--- src/hdl/trp_pkg.sv ---
`default_nettype none
package trp_pkg;

	localparam int OP_W        = 2;
	localparam int IDX_W       = 6;
	localparam int COORD_W     = 21;
	localparam int CNT_OUT_W   = 7;
	localparam int CNT_OUT_MAX = 127;

	localparam logic [OP_W-1:0] OP_SET  = 2'd0;
	localparam logic [OP_W-1:0] OP_POLL = 2'd1;
	localparam logic [OP_W-1:0] OP_REQ  = 2'd2;
	localparam logic [OP_W-1:0] OP_NOP  = 2'd3;

	typedef struct packed {
		logic signed [COORD_W-1:0] x_lo;
		logic signed [COORD_W-1:0] y_lo;
		logic signed [COORD_W-1:0] x_hi;
		logic signed [COORD_W-1:0] y_hi;
		logic [COORD_W-1:0]        span_x;
		logic [COORD_W-1:0]        span_y;
	} bound_t;

	typedef struct packed {
		logic en;
		logic rq;
	} flags_t;

	typedef struct packed {
		logic latch;
		logic rd_en;
		logic use_idx;
		logic poll_en;
		logic clr_we;
		logic set_wr;
		logic req_wr;
		logic res_load;
	} ctl_t;

	typedef struct packed {
		logic [OP_W-1:0] op;
		logic            idx_ok;
		logic            pipe_busy;
	} sts_t;

endpackage
`default_nettype wire

--- src/hdl/trp_ctrl.sv ---
`default_nettype none
module trp_ctrl #(
	parameter int TILE_COUNT = 64
) (
	input  wire logic                          clk,
	input  wire logic                          arst_n,
	input  wire logic                          cmd_valid,
	output logic                               cmd_ready,
	output logic                               rsp_valid,
	input  wire logic                          rsp_ready,
	input  wire logic                          cfg_we,
	input  wire logic                          cfg_wdata,
	output trp_pkg::ctl_t                      ctl,
	output logic [$clog2(TILE_COUNT)-1:0]      addr,
	input  wire trp_pkg::sts_t                 sts
);
	import trp_pkg::*;

	localparam int AW = $clog2(TILE_COUNT);

	localparam logic [2:0] S_CLEAR      = 3'd0;
	localparam logic [2:0] S_IDLE       = 3'd1;
	localparam logic [2:0] S_DECODE     = 3'd2;
	localparam logic [2:0] S_REQ_WB     = 3'd3;
	localparam logic [2:0] S_POLL_RD    = 3'd4;
	localparam logic [2:0] S_POLL_DRAIN = 3'd5;
	localparam logic [2:0] S_FINISH     = 3'd6;

	logic [2:0]    state_q, state_d;
	logic [AW-1:0] addr_q, addr_d;
	logic          rsp_valid_q, rsp_valid_d;
	logic          ovs_q;
	logic          last;

	assign last = (addr_q == AW'(TILE_COUNT - 1));

	always_comb begin
		ctl         = '0;
		state_d     = state_q;
		addr_d      = addr_q;
		rsp_valid_d = rsp_valid_q && !rsp_ready;
		cmd_ready   = (state_q == S_IDLE);
		case (state_q)
			S_CLEAR: begin
				ctl.clr_we = 1'b1;
				addr_d     = addr_q + AW'(1);
				if (last) begin
					addr_d  = '0;
					state_d = S_IDLE;
				end
			end
			S_IDLE: begin
				if (cmd_valid) begin
					ctl.latch = 1'b1;
					state_d   = S_DECODE;
				end
			end
			S_DECODE: begin
				state_d = S_FINISH;
				case (sts.op)
					OP_SET: begin
						ctl.use_idx = 1'b1;
						ctl.set_wr  = sts.idx_ok;
					end
					OP_POLL: begin
						if (!ovs_q) begin
							addr_d  = '0;
							state_d = S_POLL_RD;
						end
					end
					OP_REQ: begin
						if (sts.idx_ok) begin
							ctl.use_idx = 1'b1;
							ctl.rd_en   = 1'b1;
							state_d     = S_REQ_WB;
						end
					end
					default: begin
						state_d = S_FINISH;
					end
				endcase
			end
			S_REQ_WB: begin
				ctl.use_idx = 1'b1;
				ctl.req_wr  = 1'b1;
				state_d     = S_FINISH;
			end
			S_POLL_RD: begin
				ctl.rd_en   = 1'b1;
				ctl.poll_en = 1'b1;
				addr_d      = addr_q + AW'(1);
				if (last) begin
					addr_d  = '0;
					state_d = S_POLL_DRAIN;
				end
			end
			S_POLL_DRAIN: begin
				if (!sts.pipe_busy) begin
					state_d = S_FINISH;
				end
			end
			S_FINISH: begin
				if (!rsp_valid_q || rsp_ready) begin
					ctl.res_load = 1'b1;
					rsp_valid_d  = 1'b1;
					state_d      = S_IDLE;
				end
			end
			default: begin
				state_d = S_IDLE;
			end
		endcase
	end

	always_ff @(posedge clk or negedge arst_n) begin
		if (!arst_n) begin
			state_q     <= S_CLEAR;
			addr_q      <= '0;
			rsp_valid_q <= 1'b0;
			ovs_q       <= 1'b1;
		end else begin
			state_q     <= state_d;
			addr_q      <= addr_d;
			rsp_valid_q <= rsp_valid_d;
			if (cfg_we) begin
				ovs_q <= cfg_wdata;
			end
		end
	end

	assign rsp_valid = rsp_valid_q;
	assign addr      = addr_q;

endmodule
`default_nettype wire

--- config.mk ---
export PLATFORM = sky130hd
export DESIGN_NAME = trp_ctrl
export DESIGN_NICKNAME = d
export VERILOG_FILES = /design/src/hdl/trp_pkg.sv /design/src/hdl/trp_ctrl.sv
export SDC_FILE = /design/constraint.sdc
export NUM_CORES = 1
export LEC_CHECK = 0
export BUFFER_PORTS_ARGS = -buffer_cell sky130_fd_sc_hd__buf_2
export CORE_MARGIN = 1
export CORE_UTILIZATION = 51
export CTS_CLUSTER_DIAMETER = 100
export CTS_CLUSTER_SIZE = 8
export DETAILED_ROUTE_END_ITERATION = 8
export GPL_ROUTABILITY_DRIVEN = 0
export PLACE_DENSITY = 0.81
export SYNTH_ARGS = -nofsm -noshare
export SYNTH_HDL_FRONTEND = slang
export SYNTH_SLANG_ARGS = --single-unit
export TNS_END_PERCENT = 30
--- constraint.sdc ---
create_clock -name clk -period 2.28 [get_ports clk]
set_input_delay 0.228 -clock clk [delete_from_list [all_inputs] [get_ports clk]]
set_output_delay 0.228 -clock clk [all_outputs]
set_load 0.03 [all_outputs]
# [Word level (Yosys, flattened, before mapping)]
# Index checks and enable logic that the tools add are counted.
[word_totals] reg_bits=11 input_bits=10 output_inout_bits=16 word_cells=60
[op_classes] addsub=1 eq_ne=16 muxes=29 reduce_logical=10
[ops] op="$pmux 3 s7" n=1
[ops] op="$mux 3" n=6
[ops] op="$mux 6" n=3
[ops] op="$mux 1" n=12
[ops] op="$ne 2x2->1 const B" n=6
[ops] op="$pmux 6 s2" n=1
[ops] op="$eq 3x3->1 const B" n=3
[ops] op="$add 6x1->6 const B" n=1
[ops] op="$eq 3x2->1 const B" n=2
[ops] op="$eq 6x6->1 const B" n=1
[ops] op="$pmux 1 s2" n=3
[ops] op="$pmux 3 s2" n=1
[ops] op="$reduce_and 5->1" n=1
[ops] op="$mux 2" n=2
[ops] op="$eq 3x1->1 const B" n=1
[ops] op="$logic_not 3->1" n=1
[ops] op="$reduce_and 3->1" n=1
[ops] op="$eq 2x1->1 const B" n=1
[ops] op="$eq 2x2->1 const B" n=1
[ops] op="$logic_not 1->1" n=2
[ops] op="$logic_not 2->1" n=1
[ops] op="$ne 2x1->1 const B" n=1
[ops] op="$reduce_bool 2->1" n=1
[ops] op="$reduce_or 2->1" n=1
[ops] op="other kinds (2)" n=2

# [Longest topological paths before layout]
[logic_depth] word_depth=4 ltp_mapped=6 depth_no_buf=6

# [Worst setup path before layout]
# OpenSTA, ideal clock, no wires.
[synth_path] path_kind="register to output" start="reg state_q[2]" end="out ctl[6] in the netlist's numbering" arrival_time_ns=1.292 t_required_ns=2.052 setup_slack_ns=0.760 stages_incl_launch_ff=5 path_buffers=1 cell_sequence="dfrtp_1 buf_2 nand2b_1 o21a_1 nor2_1"
[synth_lines] element="start: declaration" line="trp_ctrl.sv:29" source="logic [2:0] state_q, state_d;"
[synth_lines] element="start signal: assignment" line="trp_ctrl.sv:122" source="state_q <= state_d;"
[synth_lines] element="end: declaration" line="trp_ctrl.sv:13" source="output trp_pkg::ctl_t ctl,"

==> run summary <==
==================================================================================
Clock slew at reported path FFs .....................................      0.07 ns
Endpoint class of the critical path .................................  output port
Die area ............................................................ 0.00162 sq mm
Most common cell after layout, fill and taps aside .................. sky130_fd_sc_hd__buf_2
Number of buffers created by CTS ....................................            3
Syn-to-layout area delta ............................................        22.1%
Fmax ................................................................      570 MHz
Warnings from Yosys .................................................            0
Number of synthesized flops with an enable pin ......................            0
Total track usage ...................................................        23.6%
RSZ-0062 raised after global routing ................................        false
Design Power ........................................................      1.33 mW
Antenna violation net count after detailed routing ..................            0
Half-perimeter wire length after placement ..........................      1300 um
Type of the worst min-delay path ....................................    in -> reg
Gr ovfl total .......................................................            0
Share of total power consumed by net switching ......................        52.4%
Via density per instance ............................................         5.68
Area of the mapped netlist ..........................................    748 sq um
Via count of the first global-routing pass ..........................          620
Share of power burned in registers ..................................        32.4%
Register bit total from synthesis ...................................           11
Horizontal extent of the die ........................................      40.3 um
Slew Limit Headroom .................................................        72.1%
Slew @ Worst Pin ....................................................     0.418 ns
Pin count of the biggest net entering global routing ................           14
Number of iterations in the first detailed-routing pass .............            4
Via total after detailed routing ....................................          704
Worst vdd rail ir drop ..............................................    0.00100 V
Max-cap violations ..................................................            0
Top-level I/O count .................................................           26
Clock tree from TritonCTS ...........................................        built
Die Span Y ..........................................................      40.3 um
Average cell area after synthesis ...................................   9.12 sq um
Cells after synthesis ...............................................           82
Internal Pwr Total ..................................................     0.632 mW
Data arrival time of the critical path ..............................      1.53 ns
Share of the cycle needed by the critical path after routing ........        77.0%
Share of final-layout standard cells stronger than drive strength 1 .        34.9%
Static leakage power ................................................     0.466 nW
Cell area after layout ..............................................    913 sq um
Final slew viol count ...............................................            0
Logic pwr share .....................................................        57.8%
Average wire per standard cell ......................................      13.4 um
Maximum level of the CTS H-tree .....................................            1
Insertion delay of the later-clocked pin in the worst-skew pair .....      0.26 ns
Cell area power density ............................................. 1450 mW/mm^2
Post-CTS setup buffers ..............................................            0
Violation count after the first detailed-route iteration ............           14
Final-layout fill cell count ........................................          126
Required @ worst endpoint ...........................................      2.05 ns
Syn Nets ............................................................           96
Total number of nets in the final design ............................          124
Commonest cells after routing, fill and taps aside .................. 25 x sky130_fd_sc_hd__buf_2, 10 x sky130_fd_sc_hd__dfrtp_1, 9 x sky130_fd_sc_hd__nand2_1
Maximum clock skew at final layout ..................................  0.000442 ns
Critical path fanouts, max ..........................................           11
Switching component of the power ....................................     0.696 mW
CTS Buffer Depth ....................................................            2
Final total negative setup slack ....................................         0 ns
Final critical-path required period .................................      1.76 ns
Residual DRC ........................................................            0
Final setup vio count ...............................................            0
Placeable core region ............................................... 0.00133 sq mm
Row count ...........................................................           13
Critical Path Start Type ............................................     register
Final core occ ......................................................        68.5%
Worst setup path category ...........................................   reg -> out
First-pass GRT wire length ..........................................      2460 um
Primary FF master, synth ............................................ sky130_fd_sc_hd__dfrtp_1
Detailed-route wire length ..........................................      1660 um
Root Buffer Master .................................................. sky130_fd_sc_hd__clkbuf_4
Initial Utilization .................................................        56.1%
Cell area after placement ...........................................    877 sq um
TritonCTS sink count ................................................           11
Total inserted antenna cells ........................................            0
Quantity of I/O buffers inserted on ports ...........................           25
Synth async-reset ratio .............................................         100%
Sequential share of the synthesized area ............................        37.0%
Initial antenna violation count .....................................            0
Outcome ............................................................. finished clean
Cts repair resizes ..................................................            0
Clock share of power ................................................         9.8%
Number of distinct library cells after synthesis ....................           30
Hold Fails Final Rpt ................................................            0
==================================================================================
==> registers in the layout (all words and copies together), names as in the netlist <==
| signal | cells |
|---|---|
| rsp_valid | 1 |
| addr | 6 |
| ovs_q | 1 |
| state_q | 3 |
==> power by group through the flow <==
| stage | Clock, mW | Sequential (mW) | Combinational, mW |
|---|---|---|---|
| 3_3_place_gp | 0 | 0.426 | 0.733 |
| 6_report | 0.130 | 0.431 | 0.768 |
| 5_1_grt | 0.138 | 0.448 | 0.828 |
| 2_1_floorplan | 0 | 0.456 | 0.546 |
| 3_5_place_dp | 0 | 0.432 | 0.762 |
| 4_1_cts | 0.133 | 0.428 | 0.767 |
==> metal layers <==
layer / up-vias / wire length [um] / part of all wire (%) / track usage (%)
li1: 336 / - / - / -
met3: 12 / 84 / 5.1 / 5.00
met5: - / 0 / 0 / 0
met4: 0 / 88 / 5.3 / 18.3
met2: 27 / 813 / 49 / 39.9
met1: 329 / 677 / 41 / 25.3
==> final timing paths <==
path	end	startpoint	cells after the start	slack, ns
max in group asynchronous	ovs_q	arst_n	2	1.66
min in group asynchronous	addr[0]	arst_n	2	0.36
worst min-delay path	ovs_q	cfg_wdata	2	0.19
worst min register to register	addr[4]	addr[4]	1	0.51
worst max-delay path	ctl[6]	state_q[2]	4	0.52
worst max register to register	addr[3]	state_q[1]	4	0.91
==> timing repair <==
item	4_1_cts	5_1_grt
hold endpoints to repair	10	0
hold buffers	1	0
endpoints found under the setup margin	0	0
==> metrics by stage <==
step / cells / hold WS, ns / setup slack [ns]
after CTS: 124 / 0.186 / 0.528
after detailed placement: 119 / 0.106 / 0.818
after floorplan: 82 / -0.0676 / 0.760
final: 124 / 0.188 / 0.525
after global placement: 119 / 0.105 / 0.847
after global routing: 124 / 0.193 / 0.438
==> worst max-delay path: stages, from the launching register on <==
cell	delay (ns)
sky130_fd_sc_hd__dfrtp_1	0.53
sky130_fd_sc_hd__nand2b_1	0.25
sky130_fd_sc_hd__o21a_1	0.21
sky130_fd_sc_hd__nor2_1	0.07
sky130_fd_sc_hd__buf_2	0.20
==> cells in the mapped netlist (2+ instances only) <==
cell	n	area share (%)
sky130_fd_sc_hd__nor2_1	8	4.0
sky130_fd_sc_hd__or2_1	2	1.7
sky130_fd_sc_hd__inv_1	4	2.0
sky130_fd_sc_hd__o311ai_2	2	4.3
sky130_fd_sc_hd__a21oi_1	3	2.0
sky130_fd_sc_hd__and2_1	2	1.7
sky130_fd_sc_hd__buf_2	3	2.0
sky130_fd_sc_hd__nand2b_1	4	3.3
sky130_fd_sc_hd__nor2b_1	2	1.7
sky130_fd_sc_hd__mux2_2	2	3.0
sky130_fd_sc_hd__nand2_1	9	4.5
sky130_fd_sc_hd__ha_1	4	6.7
sky130_fd_sc_hd__dfrtp_1	10	33
sky130_fd_sc_hd__o21a_1	2	2.0
sky130_fd_sc_hd__a22o_1	2	2.3
sky130_fd_sc_hd__o21ai_1	4	2.7
sky130_fd_sc_hd__nand3_1	6	4.0
==> final cells by class <==
| cell class | instances | area (sq um) | area share (%) |
|---|---|---|---|
| clock buffers | 4 | 26.3 | 2.88 |
| inverters | 4 | 15.0 | 1.64 |
| multi-input cells | 64 | 442 | 48.4 |
| flip-flops and latches | 11 | 277 | 30.3 |
| well taps | 15 | 18.8 | 2.05 |
| repair buffers | 26 | 135 | 14.8 |
==> logic make-up (layout without fill, tap and decap cells) <==
family | after synthesis | count (layout) | share of synthesized area (%)
simple gates | 41 | 41 | 31.8
fa+ha+maj | 4 | 4 | 6.69
buf+inv | 7 | 34 | 4.01
mux | 2 | 2 | 3.01
compound gates | 17 | 17 | 17.6
flops | 11 | 11 | 37.0
Note: power is estimated with default switching activity, not from simulation.
